### config.mk
export PLATFORM = sky130hd
export DESIGN_NAME = registry_number_check_digit_validator
export DESIGN_NICKNAME = d
export VERILOG_FILES = /design/src/hw/rtl/rncv_pkg.sv /design/src/hw/rtl/rncv_accum.sv /design/src/hw/rtl/rncv_check.sv /design/src/hw/rtl/registry_number_check_digit_validator.sv
export SDC_FILE = /design/constraint.sdc
export NUM_CORES = 1
export LEC_CHECK = 0
export BUFFER_PORTS_ARGS = -buffer_cell sky130_fd_sc_hd__buf_2
export CAP_MARGIN = 10
export CORE_UTILIZATION = 55
export CTS_BUF_LIST = sky130_fd_sc_hd__clkbuf_4 sky130_fd_sc_hd__clkbuf_8
export DETAILED_ROUTE_END_ITERATION = 8
export GPL_TIMING_DRIVEN = 0
export MAX_ROUTING_LAYER = met4
export PLACE_DENSITY = 0.71
export SKIP_LAST_GASP = 1
export SYNTH_ARGS = -nofsm -noshare
export SYNTH_HDL_FRONTEND = slang
export SYNTH_SLANG_ARGS = --single-unit
export TNS_END_PERCENT = 50
### constraint.sdc
create_clock -name clk_i -period 21.4 [get_ports clk_i]
set_input_delay 4.28 -clock clk_i [delete_from_list [all_inputs] [get_ports clk_i]]
set_output_delay 4.28 -clock clk_i [all_outputs]
set_load 0.01 [all_outputs]
### src/hw/rtl/rncv_pkg.sv
package rncv_pkg;

  // Digit store depth and the saturating character count
  localparam int unsigned StoreDepth = 12;
  localparam logic [3:0]  PosSat     = 4'd13;

  localparam logic [7:0] CharZero = 8'h30;
  localparam logic [7:0] CharNine = 8'h39;

  typedef logic [3:0] pos_t;
  typedef logic [StoreDepth-1:0][3:0] digits_t;

  // Number kind held in the configuration register
  typedef enum logic {
    KIND_TAX = 1'b0,
    KIND_CLS = 1'b1
  } kind_e;

  typedef enum logic [1:0] {
    ST_CHECKED = 2'd0,
    ST_BAD_LEN = 2'd1,
    ST_BAD_SYM = 2'd2
  } status_e;

  typedef struct packed {
    logic [7:0] char_code;
    logic       last;
  } in_item_t;

  typedef struct packed {
    status_e status;
    logic    check_ok;
  } out_item_t;

  // Finished number waiting for evaluation
  typedef struct packed {
    pos_t  len;
    logic  bad;
    kind_e kind;
  } snap_t;

  // Weight tables, entry 0 is the leftmost digit (listed from entry 11 down)
  localparam digits_t WTax10 = {4'd0, 4'd0, 4'd0, 4'd8, 4'd6, 4'd4,
                                4'd9, 4'd5, 4'd3, 4'd10, 4'd4, 4'd2};
  localparam digits_t WTax12a = {4'd0, 4'd0, 4'd8, 4'd6, 4'd4, 4'd9,
                                 4'd5, 4'd3, 4'd10, 4'd4, 4'd2, 4'd7};
  localparam digits_t WTax12b = {4'd0, 4'd8, 4'd6, 4'd4, 4'd9, 4'd5,
                                 4'd3, 4'd10, 4'd4, 4'd2, 4'd7, 4'd3};
  localparam digits_t WCls1 = {4'd2, 4'd1, 4'd10, 4'd9, 4'd8, 4'd7,
                               4'd6, 4'd5, 4'd4, 4'd3, 4'd2, 4'd1};
  localparam digits_t WCls2 = {4'd4, 4'd3, 4'd2, 4'd1, 4'd10, 4'd9,
                               4'd8, 4'd7, 4'd6, 4'd5, 4'd4, 4'd3};

endpackage

### src/hw/rtl/rncv_accum.sv
module rncv_accum (
  input  logic              clk_i,
  input  logic              rst_ni,
  input  logic              fire_i,
  input  rncv_pkg::in_item_t in_data_i,
  input  rncv_pkg::kind_e   kind_i,
  input  logic              snap_take_i,
  output rncv_pkg::digits_t digits_o,
  output logic              snap_valid_o,
  output rncv_pkg::snap_t   snap_o
);
  import rncv_pkg::*;

  logic    [3:0] store_q [StoreDepth];
  pos_t          pos_q, pos_d;
  logic          bad_q, bad_d;
  logic          snap_valid_q;
  snap_t         snap_q;
  logic          is_digit;
  logic    [3:0] digit_val;
  logic    [7:0] char_off;

  // Character decode
  assign is_digit  = (in_data_i.char_code >= CharZero) && (in_data_i.char_code <= CharNine);
  assign char_off  = in_data_i.char_code - CharZero;
  assign digit_val = is_digit ? char_off[3:0] : 4'd0;

  assign pos_d = (pos_q < PosSat) ? pos_q + 4'd1 : pos_q;
  assign bad_d = bad_q | ~is_digit;

  // Digit store, written at the current position
  always_ff @(posedge clk_i) begin
    if (fire_i && (pos_q < 4'(StoreDepth))) begin
      store_q[pos_q] <= digit_val;
    end
  end

  // Position, symbol flag and hand-off of a finished number
  always_ff @(posedge clk_i or negedge rst_ni) begin
    if (!rst_ni) begin
      pos_q        <= '0;
      bad_q        <= 1'b0;
      snap_valid_q <= 1'b0;
    end else if (fire_i && in_data_i.last) begin
      pos_q        <= '0;
      bad_q        <= 1'b0;
      snap_valid_q <= 1'b1;
    end else begin
      if (fire_i) begin
        pos_q <= pos_d;
        bad_q <= bad_d;
      end
      if (snap_take_i) begin
        snap_valid_q <= 1'b0;
      end
    end
  end

  always_ff @(posedge clk_i) begin
    if (fire_i && in_data_i.last) begin
      snap_q <= '{len: pos_d, bad: bad_d, kind: kind_i};
    end
  end

  always_comb begin
    for (int i = 0; i < StoreDepth; i++) begin
      digits_o[i] = store_q[i];
    end
  end

  assign snap_valid_o = snap_valid_q;
  assign snap_o       = snap_q;

endmodule

### src/hw/rtl/rncv_check.sv
module rncv_check (
  input  rncv_pkg::digits_t   digits_i,
  input  rncv_pkg::snap_t     snap_i,
  output rncv_pkg::out_item_t result_o
);
  import rncv_pkg::*;

  // Remainder mod 11 for sums below 2048: reciprocal estimate, one correction
  function automatic logic [3:0] mod11(input logic [10:0] s);
    logic [19:0] prod;
    logic [10:0] qm;
    logic [4:0]  r;
    prod = 20'(s) * 20'd372;
    qm   = 11'(prod[19:12]) * 11'd11;
    r    = 5'(s - qm);
    if (r >= 5'd11) begin
      r = r - 5'd11;
    end
    return r[3:0];
  endfunction

  function automatic logic [3:0] fold10(input logic [3:0] r);
    return (r == 4'd10) ? 4'd0 : r;
  endfunction

  logic [10:0] s_t10, s_t12a, s_t12b, s_c1, s_c2;
  logic [3:0]  n_cls, r_c1, r_c2, cls_rest, cls_digit;
  logic        len_ok, tax_ok, cls_ok;

  // Weighted sums over the stored digits; each sum covers only its own positions
  always_comb begin
    s_t10  = '0;
    s_t12a = '0;
    s_t12b = '0;
    s_c1   = '0;
    s_c2   = '0;
    n_cls  = snap_i.len - 4'd1;
    for (int i = 0; i < StoreDepth; i++) begin
      if (i < 9) begin
        s_t10 = s_t10 + 11'(digits_i[i]) * 11'(WTax10[i]);
      end
      if (i < 10) begin
        s_t12a = s_t12a + 11'(digits_i[i]) * 11'(WTax12a[i]);
      end
      if (i < 11) begin
        s_t12b = s_t12b + 11'(digits_i[i]) * 11'(WTax12b[i]);
      end
      if (4'(i) < n_cls) begin
        s_c1 = s_c1 + 11'(digits_i[i]) * 11'(WCls1[i]);
        s_c2 = s_c2 + 11'(digits_i[i]) * 11'(WCls2[i]);
      end
    end
  end

  // Classifier: second pass when the first remainder is ten
  assign r_c1     = mod11(s_c1);
  assign r_c2     = mod11(s_c2);
  assign cls_rest = (r_c1 == 4'd10) ? fold10(r_c2) : r_c1;
  assign cls_digit = (snap_i.len == 4'd8) ? digits_i[7] : digits_i[9];
  assign cls_ok   = (cls_digit == cls_rest);

  // Taxpayer: one or two check digits
  always_comb begin
    if (snap_i.len == 4'd10) begin
      tax_ok = (digits_i[9] == fold10(mod11(s_t10)));
    end else begin
      tax_ok = (digits_i[10] == fold10(mod11(s_t12a)))
            && (digits_i[11] == fold10(mod11(s_t12b)));
    end
  end

  // Length rule per kind
  always_comb begin
    unique case (snap_i.kind)
      KIND_TAX: len_ok = (snap_i.len == 4'd10) || (snap_i.len == 4'd12);
      KIND_CLS: len_ok = (snap_i.len == 4'd8) || (snap_i.len == 4'd10);
      default:  len_ok = 1'b0;
    endcase
  end

  // Status priority: length, then symbol
  always_comb begin
    result_o.check_ok = 1'b0;
    if (!len_ok) begin
      result_o.status = ST_BAD_LEN;
    end else if (snap_i.bad) begin
      result_o.status = ST_BAD_SYM;
    end else begin
      result_o.status   = ST_CHECKED;
      result_o.check_ok = (snap_i.kind == KIND_TAX) ? tax_ok : cls_ok;
    end
  end

endmodule

### src/hw/rtl/registry_number_check_digit_validator.sv
// Takes one character per cycle unless a finished number waits on a stalled result.
// After the last character of a number is accepted, the number is held in the
// finished-number register, then evaluated into the result register.
// Asynchronous active-low reset clears the count, flags, valids and kind (taxpayer).
// The digit store is not reset.
module registry_number_check_digit_validator (
  input  logic                clk_i,
  input  logic                rst_ni,
  input  logic                in_valid_i,
  output logic                in_ready_o,
  input  rncv_pkg::in_item_t  in_data_i,
  output logic                out_valid_o,
  input  logic                out_ready_i,
  output rncv_pkg::out_item_t out_data_o,
  input  logic                cfg_valid_i,
  output logic                cfg_ready_o,
  input  logic                cfg_data_i
);
  import rncv_pkg::*;

  kind_e     kind_q;
  digits_t   digits;
  logic      snap_valid;
  snap_t     snap;
  out_item_t result;
  out_item_t out_q;
  logic      out_valid_q;
  logic      res_load;
  logic      in_fire;

  // Handshake: result register frees when empty or taken
  assign res_load    = ~out_valid_q | out_ready_i;
  assign in_ready_o  = ~snap_valid | res_load;
  assign in_fire     = in_valid_i & in_ready_o;
  assign cfg_ready_o = 1'b1;

  // Configuration register
  always_ff @(posedge clk_i or negedge rst_ni) begin
    if (!rst_ni) begin
      kind_q <= KIND_TAX;
    end else if (cfg_valid_i) begin
      kind_q <= kind_e'(cfg_data_i);
    end
  end

  rncv_accum u_accum (
    .clk_i       (clk_i),
    .rst_ni      (rst_ni),
    .fire_i      (in_fire),
    .in_data_i   (in_data_i),
    .kind_i      (kind_q),
    .snap_take_i (res_load),
    .digits_o    (digits),
    .snap_valid_o(snap_valid),
    .snap_o      (snap)
  );

  rncv_check u_check (
    .digits_i(digits),
    .snap_i  (snap),
    .result_o(result)
  );

  // Result register
  always_ff @(posedge clk_i or negedge rst_ni) begin
    if (!rst_ni) begin
      out_valid_q <= 1'b0;
    end else if (res_load) begin
      out_valid_q <= snap_valid;
    end
  end

  always_ff @(posedge clk_i) begin
    if (res_load && snap_valid) begin
      out_q <= result;
    end
  end

  assign out_valid_o = out_valid_q;
  assign out_data_o  = out_q;

endmodule

==> run summary, run 1 <==
Entering global routing, the biggest net connects 13 pins. The end point of the most critical hold path is u_accum.snap_o[0]. The number of cells on the worst reg-to-reg path is 87. The number of instances in the synthesized netlist is 3,001, and the floorplan die height is 223 um.

STA classifies the critical path endpoint as a flop. The tools report the via count of the first global-routing pass as 22,000. The die covers 49,600 um2. The total nets after synthesis is 3,856. By startpoint and endpoint, the worst setup path is classified as reg -> reg. After the first detailed-routing iteration, the DRC count stood at 1,508. In this run the count of I/O pins placed on the die edge is 21. The Yosys warning count was 0; the routed via count divided by cell count was 5.86. The finished cells cover 28,500 um2. The part of the cycle the worst path needs is 0.959.

Setup violations remaining at the end of the flow were counted as 0. Number of antenna violations at the first check in global routing: 0. The number of nets in the finished design was 3,911; the number of hold violations in the final report was 0. For the pin with the worst max-slew slack, the measured transition is 1.15 ns. Row count: 80.

The sequential-to-total area share from yosys stat was 0.0713; the buffer levels on the longest clock path was 2. The level count of the clock H-tree was 3; the wire length of the first global-routing pass was 117,000 um. The number of buffers inserted during clock tree synthesis came out at 9. The kind of start point of the critical path was a flop. Async set-reset flop share out of synthesis: 0.123. For the clock skew after layout, the log shows 0.0115 ns. The detail route stage leaves a number of antenna-violating nets equal to 0. In the layout the commonest cells are 562 x sky130_fd_sc_hd__inv_1, 528 x sky130_fd_sc_hd__ha_1, 305 x sky130_fd_sc_hd__fa_1. Counting instances, the worst hold path has a depth of 0. The library cell used most frequently in the layout, excluding fill and tap cells, is sky130_fd_sc_hd__inv_1. The placed instances occupy a cell area of 27,700 um2. Area inside the core boundary: 47,900 um2. The critical register-to-register path endpoint was out_data_o[0].

Among all flip-flop cells after synthesis, the most frequent one is sky130_fd_sc_hd__edfxtp_1. Dividing the detail-routed wire length by the instance count gives 19.9 um. The share of Yosys cell area claimed by the top area cell type was 0.249. The register-to-register setup slack is 0.88 ns, and the number of enable-type register cells in the synthesized netlist is 57. The run gives 0.594 as the end-of-flow core utilization. The first detailed-routing pass ran for 5 iterations. The worst-case headroom to the max-slew limit was 0.231; the detailed-placement wirelength estimate was 62,300 um.

The tools report the all-layer global routing usage as 0.311. The cell with the biggest individual delay on the critical path was sky130_fd_sc_hd__fa_1. The tool flagged a number of max-cap violations equal to 0. Summed over all layers, the routed wires come to 73,100 um. The cell taking the most area after synthesis was sky130_fd_sc_hd__ha_1. The tools report the latest clock arrival within the worst-skew pair as 0.37 ns.

After detailed routing, the number of remaining DRC violations is 0. TritonCTS built the clock tree. In this run the critical register-to-register path is launched from u_accum.snap_o[3].

The tightest min-delay check is of the reg -> reg type. The flow ran to the end, and the final reports show no timing, DRC or antenna violations. The maximum cell stage delay along the critical path was 0.61 ns; the global placement routability congestion was 1.02. The clock net sink count was 65. The register bit total from synthesis is 65, and the area growth from synthesis to layout is 6.23%. The number of antenna diodes in the final layout is 0.

After synthesis the cells add up to 26,800 um2. In this run the clock root is driven by a sky130_fd_sc_hd__clkbuf_8. The data required time at the worst endpoint is 21.50 ns, and the die outline width is 223 um. Final critical path time including I/O delays and setup: 20.52 ns. For the final number of max-transition violations, the log shows 0.

After clock tree synthesis, the clock-pin slew on the worst setup and hold paths is 0.07 ns. The largest fanout on the critical path was 10. The fraction of layout cells with a size suffix above 1 works out to 0.0751.

After synthesis, the cell types taking the most area are sky130_fd_sc_hd__ha_1 25%, sky130_fd_sc_hd__fa_1 23%, sky130_fd_sc_hd__inv_1 7.9%. The most repeated library cell on the critical path is sky130_fd_sc_hd__fa_1. The maximum clock frequency is 48.7 MHz.

The port buffer count is 19, and the worst path arrival time is 20.61 ns. Initial core utilization: 0.559. The logs give 0 for the remaining global-route overflow and 0.453 ns for the worst slack on hold paths.

After synthesis, the netlist uses 104 different library cells. Averaged over all synthesized cells, the footprint is 8.93 um2. The beginning of the worst hold path was kind_q.

The run gives 21,600 as the via count of the routed design.
==> metrics by stage <==
step	setup slack [ns]	TNS (ns)	cells
floorplan	2.25	0	3001
global placement	-0.899	-0.899	3635
detailed placement	-1.07	-1.07	3635
CTS	0.0787	0	3651
global route	-0.0850	-0.0850	3676
finish	0.882	0	3676
==> final cells by class <==
class	count	area, um2
well taps	615	769
plain buffers	40	209
fillers	4186	19500
flip-flops and latches	65	1910
clock inverters	7	71.3
multi-input cells	2333	23000
repair buffers	45	290
clock buffers	9	124
inverters	562	2110
==> cells in the mapped netlist (all sizes together), types with 12 or more instances <==
cell type,count
and3,18
xnor2,165
fa,306
a21o,86
or2,24
buf,18
o21ai,112
a211oi,25
nand2b,32
xor2,71
edfxtp,57
o21a,31
o21bai,26
nand3,42
clkbuf,23
and2,42
ha,534
nor3,37
or3,12
a31oi,22
a21oi,182
o22ai,20
inv,562
nand2,123
nor2,148
a31o,12
o211ai,20
mux2,21
mux2i,25
nor2b,39
==> repair_timing <==
| action | CTS | global route |
|---|---|---|
| endpoints found under the setup margin | 1 | 1 |
| pin swaps | 1 | 22 |
| setup buffers | 1 | 25 |
| gates cloned | 0 | 0 |
| resized for setup | 11 | 84 |
| hold buffers | 0 | 0 |
==> routing by layer <==
metal,global-route usage,share of wire,vias to the layer above
met4,0.0812,0.029,0
met5,-,0,-
met2,0.492,0.45,690
met3,0.0341,0.068,108
li1,-,-,10300
met1,0.423,0.45,10500
==> critical path, delay by kind of cell (launching register included) <==
family	cells	cell delay, ns
compound gates	23	3.66
flops	1	0.48
xor+xnor	7	1.32
mux	3	0.98
buf+inv	16	1.61
simple gates	17	3.05
fa+ha+maj	21	9.12
==> how the worst max path moves through the flow <==
| stage | from | endpoint | slack [ns] | cells past startpoint |
|---|---|---|---|---|
| after floorplan | u_accum.snap_o[2] | out_data_o[0] | 2.25 | 95 |
| after global placement | u_accum.snap_o[2] | out_data_o[0] | -0.90 | 90 |
| after detailed placement | u_accum.snap_o[2] | out_data_o[0] | -1.07 | 94 |
| after CTS | u_accum.snap_o[2] | out_data_o[0] | 0.08 | 94 |
| after global routing | u_accum.snap_o[2] | out_data_o[0] | -0.08 | 94 |
| final | u_accum.snap_o[3] | out_data_o[0] | 0.88 | 87 |
==> sequential cells by signal (all words and copies together) (netlist names) <==
register              flops
out_data_o                3
u_accum.bad_q             1
u_accum.store_q          48
out_valid_o               1
kind_q                    1
u_accum.snap_valid_o      1
u_accum.pos_q             4
u_accum.snap_o            6
==> kinds of logic (layout without fill, tap and decap cells) <==
logic type                 count (synthesis)  count (layout)  synth area share
other                                      1               1          0.000140
AOI/OAI and AO/OA                        642             642             0.161
DFF                                       65              65            0.0713
adders and majority gates                840             840             0.478
muxes                                     46              46            0.0183
xor gates and xnor gates                 236             236            0.0778
and+or+nand+nor                          568             568             0.108
buffers and inverters                    603             663            0.0860
Power of run 1 is not shown: default switching activity piles up to over one toggle a cycle in this logic, so the estimate is an artifact.
==> run 2, diff against run 1 <==
- clock period: 21.4 -> 21.3 ns (I/O delays scaled with it)
==> run 2 against run 1 <==
Net effect:
- via count rose by 0.17%
- sequential share of layout area is essentially flat
- worst hold slack barely moved
- global-route usage about the same
- setup slack got worse by 0.026 ns
- sequential cell count did not move
- first-iteration DRC count is 0.46% higher
- clock skew shrank 0.0014 ns
- routed wire length is 0.31% higher
- core utilization rose by 0.10 points
- largest cell class unchanged
==> run summary, run 2 (synthesis gave the netlist of run 1 again) <==
The run finished with clean final reports. Port buffering added 19 buffers. The tools report the row count as 80.

Largest fanout on the critical path: 10. The run gives 0.0101 ns as the clock skew after layout. The die outline width was 223 um; the routed via count divided by cell count was 5.87. The part of the cycle the worst path needs came out at 0.960. The initial core utilization was 0.559. The register with the most flip-flops was u_accum.store_q. OpenSTA, run right after detailed placement, puts the worst setup slack at -1.17 ns.

For this design, the sink count on the clock tree is 65. The tool flagged a number of max-cap violations equal to 0. After the last flow step, the layout net total stands at 3,913. The DRC violation total after the first TritonRoute iteration came out at 1,515.

The tools report the via count of the first global-routing pass as 22,000. Timing would allow up to 48.9 MHz. The area growth from synthesis to layout works out to 6.41%.

The worst path meets setup with 0.856 ns of slack. The run gives 20.54 ns as the worst path arrival time. The per-cell routed wire length was 19.9 um. The logs give 0 for the number of hold violations in the final report and 21,600 for the via count of the routed design. The fraction of layout cells with a size suffix above 1 was 0.0774; the remaining number of nets flagged by the antenna check after routing was 0.

For the worst-skew pair, the clock arrives at the later sink with an insertion delay of 0.37 ns. In the layout the commonest cells are 562 x sky130_fd_sc_hd__inv_1, 528 x sky130_fd_sc_hd__ha_1, 305 x sky130_fd_sc_hd__fa_1. The number of placed I/O pins was 21. The cts-stage hold buffer count came out at 0. The cell at the root of the clock tree is sky130_fd_sc_hd__clkbuf_8. The number of antenna diodes in the final layout is 0. Summed over all layers, the routed wires come to 73,300 um. The data required time at the worst endpoint came out at 21.40 ns. For the global placement routability congestion, the log shows 1.02. The die is 223 um tall. The final critical path time including I/O delays and setup was 20.44 ns. Counting along the longest clock path gives a buffer depth of 2. The number of iterations in the first detailed-routing pass was 6; the maximum cell stage delay along the critical path was 0.61 ns. After clock tree synthesis, the clock-pin slew on the worst setup and hold paths is 0.07 ns. For the wire length of the first global-routing pass, the log shows 117,000 um.

Among all stages on the critical path, the largest delay is contributed by sky130_fd_sc_hd__fa_1. Setup violations remaining at the end of the flow were counted as 0. The tools report the kind of start point of the critical path as a flop. Final number of max-transition violations: 0.

TritonCTS created 9 clock buffers. For the worst-case headroom to the max-slew limit, the log shows 0.219. The total overflow left after global routing is 0. The worst setup path is captured at a flop.

The run gives 0.595 as the end-of-flow core utilization. The number of flip-flops under the largest register name was 48; the detailed-route DRC error count was 0. Detailed placement ended at an HPWL of 62,300 um. The die covers 49,600 um2. Leaving out fill and tap cells, the most frequent cell in the layout is sky130_fd_sc_hd__inv_1. The min-delay analysis places its worst path in the category reg -> reg. In this run the standard cell core region covers 47,900 um2. Worst setup path category: reg -> reg. The tools report the maximum number of pins on one net before global-route repair as 13.

TritonCTS built the clock tree. The all-layer global routing usage is 0.311, and the transition at the pin with the smallest max-transition slack is 1.17 ns. The clock tree synthesis step divided the H-tree into 3 levels. In this design, the critical path's most frequently occurring cell is sky130_fd_sc_hd__fa_1. The number of antenna violations at the first check in global routing came out at 0.
==> run 2: changes by cell type in the layout (fill, tap and decap cells not counted) <==
cell	previous run	this run
sky130_fd_sc_hd__a21oi_1	166	162
sky130_fd_sc_hd__a21oi_2	15	19
sky130_fd_sc_hd__buf_4	33	35
sky130_fd_sc_hd__buf_6	3	2
sky130_fd_sc_hd__buf_8	0	1
sky130_fd_sc_hd__mux2i_1	25	24
sky130_fd_sc_hd__mux2i_2	0	1
sky130_fd_sc_hd__o21ai_0	96	95
sky130_fd_sc_hd__o21ai_1	13	14
sky130_fd_sc_hd__xor2_2	4	3
sky130_fd_sc_hd__xor2_4	1	2
==> run 2: final cells by class <==
type	instances	area, um2
clock inverters	7	71.3
repair buffers	47	305
well taps	615	769
multi-input cells	2333	23000
clock buffers	9	124
plain buffers	40	213
fillers	4181	19400
flip-flops and latches	65	1910
inverters	562	2110
==> run 2: final timing paths <==
path                              startpoint                 to  slack [ns]  cells past startpoint
setup / recovery           u_accum.snap_o[3]      out_data_o[0]        0.86                     87
hold / removal                        kind_q  u_accum.snap_o[0]        0.45                      0
setup reg to reg           u_accum.snap_o[3]      out_data_o[0]        0.86                     87
hold reg to reg                       kind_q  u_accum.snap_o[0]        0.45                      0
max in group asynchronous             rst_ni        out_valid_o       17.39                      1
min in group asynchronous             rst_ni             kind_q        3.73                      1
==> run 2: per-stage QoR <==
step                hold WS (ns)  instance area (um2)  setup TNS (ns)  std cells
floorplan                  0.421                26800               0       3001
global placement           0.428                27700          -0.999       3635
detailed placement         0.435                27700           -1.17       3635
CTS                        0.453                27900               0       3651
global route               0.475                28500          -0.168       3678
finish                     0.453                28500               0       3678
==> run 2: what timing repair did <==
item	in CTS	in global routing
setup endpoints to repair	1	1
resized for setup	13	90
setup buffers	1	27
pin swaps	1	25
==> run 2: per-layer routing <==
layer	up-vias	share of wire	GRT usage	routed length, um
met3	110	0.069	0.0341	5060
met4	0	0.030	0.0812	2180
met2	664	0.45	0.493	33300
met5	-	0	-	0
met1	10500	0.45	0.423	32800
li1	10300	-	-	-
==> run 2: worst max-delay path: cells and delay by family, from the launching register on <==
family	cells	cell delay, ns
adder cells (fa/ha/maj)	21	9.10
AO/OA/AOI/OAI	22	3.54
AND/OR/NAND/NOR	18	3.11
buffers and inverters	16	1.61
XOR/XNOR	7	1.31
multiplexers	3	0.99
flip-flops	1	0.48
Power of run 2 is left out for the same reason.
